===== config.mk =====
export PLATFORM = sky130hd
export DESIGN_NAME = gtg_queue
export DESIGN_NICKNAME = d
export VERILOG_FILES = /design/src/rtl/gtg_pkg.sv /design/src/rtl/gtg_queue.sv
export SDC_FILE = /design/constraint.sdc
export NUM_CORES = 1
export LEC_CHECK = 0
export CAP_MARGIN = 10
export CORE_ASPECT_RATIO = 1.5
export CORE_UTILIZATION = 40
export DETAILED_ROUTE_END_ITERATION = 8
export DONT_BUFFER_PORTS = 1
export GPL_TIMING_DRIVEN = 0
export HOLD_SLACK_MARGIN = 0.02
export SLEW_MARGIN = 20
export SYNTH_ARGS = -nofsm -noshare
export SYNTH_HDL_FRONTEND = slang
export SYNTH_SLANG_ARGS = --single-unit

===== constraint.sdc =====
create_clock -name clk -period 4 [get_ports clk]
set_input_delay 0.2 -clock clk [delete_from_list [all_inputs] [get_ports clk]]
set_output_delay 0.2 -clock clk [all_outputs]
set_load 0.01 [all_outputs]

===== src/rtl/gtg_pkg.sv =====
// Shared types, constants and the CORDIC arctangent table for the go-to-goal controller.
package gtg_pkg;

    localparam int POS_W       = 16;
    localparam int HD_W        = 15;
    localparam int CMD_W       = 18;
    localparam int CFG_W       = 16;
    localparam int CFG_IDX_W   = 2;
    localparam int DELTA_W     = POS_W + 1;
    localparam int GUARD       = 16;
    localparam int XW          = DELTA_W + GUARD + 3;
    localparam int ZW          = 34;
    localparam int ATAN_LEN    = 24;
    localparam int GAIN_W      = 30;
    localparam int XU_W        = 34;
    localparam int XH_W        = XU_W / 2;
    localparam int MUL_W       = XH_W + GAIN_W;
    localparam int SUM_W       = 64;
    localparam int DIST_SH     = GAIN_W + GUARD;
    localparam int DIST_W      = 18;
    localparam int BEAR_W      = 20;
    localparam int ANG_W       = 24;
    localparam int QUEUE_DEPTH = 4;
    localparam int QPTR_W      = $clog2(QUEUE_DEPTH);

    localparam logic [ZW-1:0]      PI_Q30      = 34'd3373259426;
    localparam logic [ZW-1:0]      HALF_PI_Q30 = 34'd1686629713;
    localparam logic [GAIN_W-1:0]  INV_GAIN    = 30'd652032874;
    localparam logic [CFG_W-1:0]   TOL_RESET   = 16'd41;
    localparam logic [CMD_W-1:0]   LIN_MAX     = 18'h3FFFF;
    localparam int                 ANG_LIM18   = 131071;

    typedef enum logic [CFG_IDX_W-1:0] {
        REG_GOAL_X   = 2'd0,
        REG_GOAL_Y   = 2'd1,
        REG_STOP_TOL = 2'd2
    } cfg_reg_t;

    typedef enum logic [1:0] {
        QUAD_NONE = 2'd0,
        QUAD_POS  = 2'd1,
        QUAD_NEG  = 2'd2
    } quad_t;

    typedef struct packed {
        logic signed [DELTA_W-1:0] x0;
        logic signed [DELTA_W-1:0] y0;
        quad_t                     quad;
        logic signed [HD_W-1:0]    heading;
    } pose_item_t;

    function automatic logic signed [ZW-1:0] atan_q30(input int unsigned idx);
        logic signed [ZW-1:0] v;
        case (idx)
            0:       v = ZW'(843314857);
            1:       v = ZW'(497837829);
            2:       v = ZW'(263043837);
            3:       v = ZW'(133525159);
            4:       v = ZW'(67021687);
            5:       v = ZW'(33543516);
            6:       v = ZW'(16775851);
            7:       v = ZW'(8388437);
            8:       v = ZW'(4194283);
            9:       v = ZW'(2097149);
            10:      v = ZW'(1048576);
            11:      v = ZW'(524288);
            12:      v = ZW'(262144);
            13:      v = ZW'(131072);
            14:      v = ZW'(65536);
            15:      v = ZW'(32768);
            16:      v = ZW'(16384);
            17:      v = ZW'(8192);
            18:      v = ZW'(4096);
            19:      v = ZW'(2048);
            20:      v = ZW'(1024);
            21:      v = ZW'(512);
            22:      v = ZW'(256);
            23:      v = ZW'(128);
            default: v = '0;
        endcase
        return v;
    endfunction

endpackage


===== src/rtl/gtg_queue.sv =====
// Short queue between the front end and the CORDIC back end.
module gtg_queue (
    input  logic                clk,
    input  logic                rst_n,
    input  logic                wr_valid,
    input  gtg_pkg::pose_item_t wr_item,
    output logic                wr_ready,
    output logic                rd_valid,
    output gtg_pkg::pose_item_t rd_item,
    input  logic                rd_ready
);
    import gtg_pkg::*;

    pose_item_t        mem_reg [QUEUE_DEPTH];
    logic [QPTR_W-1:0] wr_ptr_reg;
    logic [QPTR_W-1:0] rd_ptr_reg;
    logic [QPTR_W:0]   count_reg;
    logic              push;
    logic              pop;

    assign wr_ready = (count_reg != (QPTR_W + 1)'(QUEUE_DEPTH));
    assign rd_valid = (count_reg != '0);
    assign rd_item  = mem_reg[rd_ptr_reg];
    assign push     = wr_valid && wr_ready;
    assign pop      = rd_valid && rd_ready;

    always_ff @(posedge clk or negedge rst_n)
    begin
        if (!rst_n)
        begin
            wr_ptr_reg <= '0;
            rd_ptr_reg <= '0;
            count_reg  <= '0;
        end
        else
        begin
            if (push)
            begin
                wr_ptr_reg <= wr_ptr_reg + 1'b1;
            end
            if (pop)
            begin
                rd_ptr_reg <= rd_ptr_reg + 1'b1;
            end
            if (push && !pop)
            begin
                count_reg <= count_reg + 1'b1;
            end
            else if (pop && !push)
            begin
                count_reg <= count_reg - 1'b1;
            end
        end
    end

    always_ff @(posedge clk)
    begin
        if (push)
        begin
            mem_reg[wr_ptr_reg] <= wr_item;
        end
    end
endmodule


==> out/results.ini <==
[finish]
fin_nets = 442
synthToLayoutAreaGrowth_pct = 19.89
largest_reg_flops = 204
layout_commonest_cell = edfxtp_1
layout-drive-gt1-share = 0.2456
utilization = 0.4901
final_cell_mix = 204 x edfxtp_1, 53 x dlygate4sd3_1, 48 x mux4_2, 21 x clkbuf_16, 8 x buf_12

[floorplan]
die_h_um = 173.4
initial_core_util = 0.4088
fp.dieW_um = 116.3
die_area_sq_um = 20160
core_sq_um = 19160
ios = 108
rows = 62

[global_routing]
overflow = 0
grt.total_usage = 0.1415
grt_first_pass_wirelength_um = 20850
antenna_found_initial = 1
grt_max_degree = 36
grt_pass1_vias = 3711

[clock_network]
cts_hold_buf = 53
clock_sinks = 211
cts_root_buf = clkbuf_16
cts_buffers = 20
cts_max_path_buffers = 3
clk_latency_ns = 0.48
cts_tree = yes
cts.clk_slew.worst_paths_ns = 0.06
cts.repair.resized = 0
htreeDepth = 1
cts_setup_buffers = 0

[synth]
avgSynthCellArea_sq_um = 25.94
synth_top_area_frac = 0.7821
syn-cell-area_sq_um = 7833
syn_nets = 363
yosysSeqAreaShare = 0.8045
yosysWarningCount = 0
yosysTopAreaCell = edfxtp_1
synth_seq_cells = 211
synth.area.top_cells = edfxtp_1 78%, mux4_2 14%, dfrtp_1 2.2%, buf_12 1.3%, mux4_1 1.0%
syn_inst = 302
ys_types = 20

[route]
drt-initial-drc-count = 194
dr.pass1.iters = 4
vias = 3273
viasPerCell = 5.020
totalWireLength_um = 13540
drc = 0
wire_per_inst_um = 20.76
ant_nets = 0

[place]
portBuffers = 0
dp_slack_ns = 1.814
gp_congestion = 0.6841
hpwl_um = 8451

[critical_path]
critical_path.cell_chain = or3_1 > nand2_1 > ha_1 > inv_1 > fa_1 > xor2_1 > nor2_1 > xor2_1
worstPathRequired_ns = 4.40
cp_max_fo = 4
critPathBufInv = 1
crit_path_start_kind = flop
crit_path_frequent_cell = xor2_1
slowest_stage = or3_1
end_kind = flop
critPathTopFamily = simple AND/OR/NAND/NOR gates
critical_path_class = reg2reg
slowest_delay_ns = 0.45
cp.arrival_ns = 2.61

[timing]
rsz0062_at_grt = no
setup_slack_ns = 1.789
clock_skew_ns = 0.01194
slew_violations = 0
finalHoldViolCount = 0
setup-tns-final_ns = 0
setup_viol = 0
tightest_slew_ns = 0.4223
min_period_ns = 2.211
post-route-period-util = 0.5528
max_freq_mhz = 452.2
slew-limit-headroom = 0.7185

[power_and_ir_drop]
peakVddDrop_uv = 335.0
totalPowerFinal_mw = 6.644
power-per-cell-area_nw_per_um2 = 707.5
p_leak_nw = 3.038

[min_path]
min_path_type = in2async

[run]
maxCapViolCount = 0

[status]
status = finished, final reports clean

## routing by layer
layer	part of all wire	routed length, um	GRT usage
met2	0.58	7812	0.2687
met3	0.051	697	0.03007
met1	0.36	4810	0.1516
met5	0	0	0
met4	0.016	216	0.04327
## synth_stat cells
cell type	count
ha_1	5
fa_1	1
mux4_1	3
mux2_2	2
a21boi_2	1
or3_1	1
nor2_1	2
and2_1	4
inv_1	3
xor2_1	2
buf_6	1
nand3_1	1
mux4_2	48
clkbuf_1	1
edfxtp_1	204
nand2_1	2
xnor2_1	4
buf_12	5
buf_2	5
dfrtp_1	7
## cell families (layout without fill, tap and decap cells)
| kind of cell | count (synthesis) | count (layout) | synth area share |
|---|---|---|---|
| mux | 53 | 53 | 0.1510 |
| other cells | 0 | 1 | 0 |
| xor+xnor | 6 | 6 | 0.006709 |
| flops | 211 | 211 | 0.8045 |
| buf+inv | 15 | 108 | 0.01933 |
| simple gates | 10 | 10 | 0.006550 |
| fa+ha+maj | 6 | 6 | 0.01054 |
| compound gates | 1 | 1 | 0.001438 |
## per-stage QoR
| step | instances | area, sq um | hold slack (ns) |
|---|---|---|---|
| 5_1_grt | 651 | 9388 | 0.06867 |
| 2_1_floorplan | 302 | 7833 | -0.09559 |
| 4_1_cts | 651 | 9388 | 0.04551 |
| 3_3_place_gp | 558 | 8153 | -0.09534 |
| 6_report | 652 | 9390 | 0.05706 |
| 3_5_place_dp | 562 | 8250 | -0.09540 |
## worst register-to-register path: stages (launching register included)
cell and delay (ns):
dfrtp_1 0.43, or3_1 0.45, nand2_1 0.15, ha_1 0.20, inv_1 0.06, fa_1 0.37
xor2_1 0.17, nor2_1 0.14, xor2_1 0.17
## worst paths after layout
check	start	endpoint	slack [ns]	cells past startpoint
min reg2reg	count_reg[2]$_DFFE_PN0P_	count_reg[2]$_DFFE_PN0P_	0.54	1
max	count_reg[0]$_DFFE_PN0P_	count_reg[2]$_DFFE_PN0P_	1.79	8
min in group clk	wr_valid	wr_ptr_reg[0]$_DFFE_PN0P_	0.09	2
max in group asynchronous	rst_n	wr_ptr_reg[0]$_DFFE_PN0P_	3.68	1
max reg2reg	count_reg[0]$_DFFE_PN0P_	count_reg[2]$_DFFE_PN0P_	1.79	8
min	rst_n	count_reg[2]$_DFFE_PN0P_	0.06	1
## area by class of cell
class	count	area (sq um)
plain buffers	12	140.1
clock buffers	28	571.8
flip-flops and latches	211	6301
well taps	256	320.3
clock inverters	8	35.03
fillers	1565	9771
diodes	1	2.502
multi-input cells	76	1390
inverters	3	11.26
repair buffers	57	618.1
## report_power, final
part           total, mW  internal, mW  switching (mW)
Clock               1.71         0.995           0.716
Sequential          3.03          2.92           0.103
Combinational       1.91         0.846            1.06
Total               6.64          4.76            1.88
(Power assumes the default switching activity.)
