`src/rtl/gtg_pkg.sv`:
```
// Shared types, constants and the CORDIC arctangent table for the go-to-goal controller.
package gtg_pkg;

    localparam int POS_W       = 16;
    localparam int HD_W        = 15;
    localparam int CMD_W       = 18;
    localparam int CFG_W       = 16;
    localparam int CFG_IDX_W   = 2;
    localparam int DELTA_W     = POS_W + 1;
    localparam int GUARD       = 16;
    localparam int XW          = DELTA_W + GUARD + 3;
    localparam int ZW          = 34;
    localparam int ATAN_LEN    = 24;
    localparam int GAIN_W      = 30;
    localparam int XU_W        = 34;
    localparam int XH_W        = XU_W / 2;
    localparam int MUL_W       = XH_W + GAIN_W;
    localparam int SUM_W       = 64;
    localparam int DIST_SH     = GAIN_W + GUARD;
    localparam int DIST_W      = 18;
    localparam int BEAR_W      = 20;
    localparam int ANG_W       = 24;
    localparam int QUEUE_DEPTH = 4;
    localparam int QPTR_W      = $clog2(QUEUE_DEPTH);

    localparam logic [ZW-1:0]      PI_Q30      = 34'd3373259426;
    localparam logic [ZW-1:0]      HALF_PI_Q30 = 34'd1686629713;
    localparam logic [GAIN_W-1:0]  INV_GAIN    = 30'd652032874;
    localparam logic [CFG_W-1:0]   TOL_RESET   = 16'd41;
    localparam logic [CMD_W-1:0]   LIN_MAX     = 18'h3FFFF;
    localparam int                 ANG_LIM18   = 131071;

    typedef enum logic [CFG_IDX_W-1:0] {
        REG_GOAL_X   = 2'd0,
        REG_GOAL_Y   = 2'd1,
        REG_STOP_TOL = 2'd2
    } cfg_reg_t;

    typedef enum logic [1:0] {
        QUAD_NONE = 2'd0,
        QUAD_POS  = 2'd1,
        QUAD_NEG  = 2'd2
    } quad_t;

    typedef struct packed {
        logic signed [DELTA_W-1:0] x0;
        logic signed [DELTA_W-1:0] y0;
        quad_t                     quad;
        logic signed [HD_W-1:0]    heading;
    } pose_item_t;

    function automatic logic signed [ZW-1:0] atan_q30(input int unsigned idx);
        logic signed [ZW-1:0] v;
        case (idx)
            0:       v = ZW'(843314857);
            1:       v = ZW'(497837829);
            2:       v = ZW'(263043837);
            3:       v = ZW'(133525159);
            4:       v = ZW'(67021687);
            5:       v = ZW'(33543516);
            6:       v = ZW'(16775851);
            7:       v = ZW'(8388437);
            8:       v = ZW'(4194283);
            9:       v = ZW'(2097149);
            10:      v = ZW'(1048576);
            11:      v = ZW'(524288);
            12:      v = ZW'(262144);
            13:      v = ZW'(131072);
            14:      v = ZW'(65536);
            15:      v = ZW'(32768);
            16:      v = ZW'(16384);
            17:      v = ZW'(8192);
            18:      v = ZW'(4096);
            19:      v = ZW'(2048);
            20:      v = ZW'(1024);
            21:      v = ZW'(512);
            22:      v = ZW'(256);
            23:      v = ZW'(128);
            default: v = '0;
        endcase
        return v;
    endfunction

endpackage

```
`src/rtl/gtg_pose_if.sv`:
```
// Pose input channel: valid/ready handshake with position and heading payload.
interface gtg_pose_if;
    import gtg_pkg::*;

    logic                   valid;
    logic                   ready;
    logic [POS_W-1:0]       pos_x;
    logic [POS_W-1:0]       pos_y;
    logic signed [HD_W-1:0] heading;

    modport source (output valid, output pos_x, output pos_y, output heading, input ready);
    modport sink   (input valid, input pos_x, input pos_y, input heading, output ready);
endinterface

```
`src/rtl/gtg_front.sv`:
```
// Front end: takes pose transfers, forms goal deltas and the quadrant pre-rotation.
module gtg_front (
    input  logic                      clk,
    input  logic                      rst_n,
    input  logic [gtg_pkg::CFG_W-1:0] goal_x,
    input  logic [gtg_pkg::CFG_W-1:0] goal_y,
    gtg_pose_if.sink                  pose,
    output logic                      item_valid,
    output gtg_pkg::pose_item_t       item,
    input  logic                      item_ready
);
    import gtg_pkg::*;

    logic                      valid_reg;
    pose_item_t                item_reg;
    pose_item_t                item_next;
    logic                      take;
    logic signed [DELTA_W-1:0] dx;
    logic signed [DELTA_W-1:0] dy;

    assign take       = !valid_reg || item_ready;
    assign pose.ready = take;
    assign item_valid = valid_reg;
    assign item       = item_reg;

    assign dx = $signed({1'b0, goal_x}) - $signed({1'b0, pose.pos_x});
    assign dy = $signed({1'b0, goal_y}) - $signed({1'b0, pose.pos_y});

    // rotate left-half vectors by +-90 degrees so the iterations converge
    always_comb
    begin
        item_next.heading = pose.heading;
        if (dx < 0)
        begin
            if (dy >= 0)
            begin
                item_next.x0   = dy;
                item_next.y0   = -dx;
                item_next.quad = QUAD_POS;
            end
            else
            begin
                item_next.x0   = -dy;
                item_next.y0   = dx;
                item_next.quad = QUAD_NEG;
            end
        end
        else
        begin
            item_next.x0   = dx;
            item_next.y0   = dy;
            item_next.quad = QUAD_NONE;
        end
    end

    always_ff @(posedge clk or negedge rst_n)
    begin
        if (!rst_n)
        begin
            valid_reg <= 1'b0;
        end
        else if (take)
        begin
            valid_reg <= pose.valid;
        end
    end

    always_ff @(posedge clk)
    begin
        if (take && pose.valid)
        begin
            item_reg <= item_next;
        end
    end
endmodule

```
`src/flat_wrapper.sv`:
```
// flat-port wrapper written by rule: the top's interface ports become plain ports
module gtg_front_flat import gtg_pkg::*;
  (clk, rst_n, goal_x, goal_y, item_valid, item, item_ready, pose_valid, pose_pos_x, pose_pos_y, pose_heading, pose_ready);
  gtg_pose_if pose_i ();
  input  logic clk;
  input  logic rst_n;
  input  logic [gtg_pkg::CFG_W-1:0] goal_x;
  input  logic [gtg_pkg::CFG_W-1:0] goal_y;
  output logic item_valid;
  output gtg_pkg::pose_item_t item;
  input  logic item_ready;
  input wire logic [$bits(pose_i.valid)-1:0] pose_valid;
  input wire logic [$bits(pose_i.pos_x)-1:0] pose_pos_x;
  input wire logic [$bits(pose_i.pos_y)-1:0] pose_pos_y;
  input wire logic [$bits(pose_i.heading)-1:0] pose_heading;
  output wire logic [$bits(pose_i.ready)-1:0] pose_ready;
  assign pose_i.valid = pose_valid;
  assign pose_i.pos_x = pose_pos_x;
  assign pose_i.pos_y = pose_pos_y;
  assign pose_i.heading = pose_heading;
  assign pose_ready = pose_i.ready;
  gtg_front u_core (.clk(clk), .rst_n(rst_n), .goal_x(goal_x), .goal_y(goal_y), .pose(pose_i), .item_valid(item_valid), .item(item), .item_ready(item_ready));
endmodule
```
`config.mk`:
```
export PLATFORM = sky130hd
export DESIGN_NAME = gtg_front_flat
export DESIGN_NICKNAME = d
export VERILOG_FILES = /design/src/rtl/gtg_pkg.sv /design/src/rtl/gtg_pose_if.sv /design/src/rtl/gtg_front.sv /design/src/flat_wrapper.sv
export SDC_FILE = /design/constraint.sdc
export NUM_CORES = 1
export LEC_CHECK = 0
export BUFFER_PORTS_ARGS = -buffer_cell sky130_fd_sc_hd__buf_2
export CAP_MARGIN = 0
export CORE_UTILIZATION = 47
export DETAILED_ROUTE_END_ITERATION = 8
export PLACE_DENSITY = 0.83
export SYNTH_ARGS = -nofsm -noshare
export SYNTH_HDL_FRONTEND = slang
export SYNTH_SLANG_ARGS = --single-unit
```
`constraint.sdc`:
```
create_clock -name clk -period 2.2 [get_ports clk]
set_input_delay 0.44 -clock clk [delete_from_list [all_inputs] [get_ports clk]]
set_output_delay 0.44 -clock clk [all_outputs]
set_load 0.02 [all_outputs]
```
==> metrics.yaml <==
outcome:
  outcome: "complete, but fails checks"
  violations: "DRC, setup timing"
timing:
  rsz0062_at_grt: "yes"
  slew-limit-headroom: 0.6434
  finalSetupViolCount: 36
  worst_pin_slew_ns: 0.5340
  drv_slew: 0
  post-route-period-util: 1.383
  setup_tns_ns: -21.52
  min_period_ns: 3.042
  max_freq_ghz: 0.3287
  setup_ws_ns: -0.8424
  fin_skew_ns: 0.009762
  timing.hold.ws_ns: 0.2973
  final_hold_viol_count: 0
global_route:
  grt_max_degree: 52
  grt_pass1_wl_um: 24940
  track_usage: 0.3250
  grt_antenna_before_repair: 0
  grt_pass1_vias: 5332
  grt.overflow.total: 0
drt:
  drt-total-wl_um: 18190
  drc: 14
  via_count: 5393
  wl_per_cell_um: 20.37
  drtPass1Iterations: 9
  antenna_left: 0
  drt_iter0_drc: 541
  viasPerCell: 6.039
setup_path:
  r2r_slack_ns: 0.88
  end_kind: "flip-flop"
  worstReg2RegStart: "u_core.item_valid"
  critPathLaunchType: "input port"
  required_ns: 2.26
  path_max_fanout: 4
  setup.worst_path.class: "in2reg"
  critPathLaunch: "pose_pos_y[6]"
  worstPathArrival_ns: 3.11
cells_and_area:
  stdcell_count: 893
  fin_nets: 904
  postLayoutCoreUtil: 0.8402
  largest_reg_flops: 51
  layout-drive-gt1-share: 0.5490
  n_antenna_cell: 0
  area_growth_pct: 70.85
cts:
  cts_buffer_depth: 2
  cts_tree: "built"
  cts_num_sinks: 52
  clk_pin_slew_worst_paths_ns: 0.10
  numCtsBuffers: 5
  clk_latency_ns: 0.32
  htreeDepth: 2
  clockRootBuffer: "clkbuf_8"
yosys:
  synth_area_um2: 4352
  yosysUniqueCellTypes: 65
  ys_async_sr_fraction: 0.01923
  yosys_warnings: 0
  synth-seq-cells: 52
  syn-instance-count: 485
  seq_area_frac_synth: 0.3577
  syn-num-nets: 605
  yosysTopAreaCell: "edfxtp_1"
  yosysMostFrequentCell: "nand2_1"
  synthFlopType: "edfxtp_1"
  yosys-top-cells-area: "edfxtp_1 35%, ha_1 10%, xnor2_1 5.8%"
  synth_edf_count: 51
  yosys.area.top_type_share: 0.3519
  synth_common_cells: "53 x nand2_1, 51 x edfxtp_1, 44 x inv_1, 40 x nor2_1, 40 x o21ai_0"
  avgSynthCellArea_um2: 8.973
placement:
  dp.cells: 852
  dp_hpwl_um: 10290
  gp_congestion: 0.8563
  io_buffers: 135
floorplan:
  rows: 34
  initial_core_util: 0.4918
  die_y_um: 98.23
  ios: 136
  core_um2: 8848
  die_w_um: 98.23
  design.die.area_um2: 9648
pwr:
  ir_worst_vdd_mv: 0.3738
  p_int_uw: 2759
  p_per_area_nw_per_um2: 622.9
  p_seq_frac: 0.280
  leakage_uw: 0.003414
  comb_power_share: 0.593
  p_sw_uw: 1871
  clock_power_share: 0.127
  switching_share: 0.4041
job:
  max-cap-violations: 0
min_path:
  hp-start: "pose_heading[2]"
  hold_class: "in2reg"
-- power by group through the flow --
stage	Sequential (uW)	Combinational, uW	Clock, uW
6_report	1300	2750	590
5_1_grt	1300	2870	617
4_1_cts	1290	2410	577
3_5_place_dp	1310	2070	0
3_3_place_gp	1310	2000	0
2_1_floorplan	1450	1080	0
-- worst max-delay path, stage by stage --
cell,delay [ns]
buf_2,0.11
inv_1,0.11
ha_4,0.23
a21oi_1,0.27
nand2b_1,0.16
o31ai_4,0.33
o21ai_2,0.12
xor2_1,0.35
buf_4,0.22
nor3b_2,0.05
buf_4,0.15
buf_4,0.13
nor2_1,0.18
xnor2_1,0.15
o21ai_1,0.09
-- cell usage in the layout, fill, tap and decap left out, drive strengths merged, types with 6 or more instances in the layout --
cell    instances
buf           304
nand2          53
edfxtp         51
inv            45
o21ai          42
nor2           40
a21oi          36
ha             35
xnor2          29
xor2           18
nand2b         12
nor3            9
nand3           7
a211oi          7
a31oi           6
-- through the flow --
step           power, uW  cell area [um^2]  worst slack [ns]
3_3_place_gp        3307              6429            -1.045
2_1_floorplan       2536              4673           -0.8042
6_report            4631              7435           -0.8424
5_1_grt             4787              7435           -0.9594
3_5_place_dp        3387              6429            -1.126
4_1_cts             4282              7218           -0.6376
-- layout make-up --
type                       count  area, um^2
multi-input combinational    375        3244
timing repair buffer         306        2212
sequential                    52        1556
fill                         453        1414
inverter                      44       190.2
tap                          108       135.1
clock buffer                   5       68.82
clock inverter                 3       27.53
-- metal layers --
metal	GRT usage	up-vias	wire, um
met4	0.2503	0	1437
met1	0.3335	2465	6279
li1	-	2351	-
met2	0.5823	429	8843
met5	0	-	0
met3	0.06371	148	1632
-- final timing paths --
| path | end | cells past startpoint |
|---|---|---|
| worst min-delay path | u_core.item[2] | 1 |
| worst max register to register | u_core.item[32] | 3 |
| max in group asynchronous | u_core.item_valid | 2 |
| min in group asynchronous | u_core.item_valid | 2 |
| worst max-delay path | u_core.item[44] | 15 |
| worst min register to register | u_core.item_valid | 2 |
-- logic make-up (layout without fill, tap and decap cells) --
kind of cell / Yosys count / in the layout / share of synthesized area
adders and majority gates: 37 / 37 / 0.1098
and+or+nand+nor: 150 / 151 / 0.1719
AOI/OAI and AO/OA: 133 / 133 / 0.1938
DFF: 52 / 52 / 0.3577
muxes: 7 / 7 / 0.01840
buffers and inverters: 59 / 358 / 0.05377
xor gates and xnor gates: 47 / 47 / 0.09459
-- repair_timing --
item	CTS	global route
resized for setup	108	28
hold endpoints to repair	1	0
cloned	4	0
setup endpoints to repair	36	36
setup buffers	18	10
hold buffers	1	0
pin swaps	55	28
No activity file was read; power rests on OpenSTA's default activity.
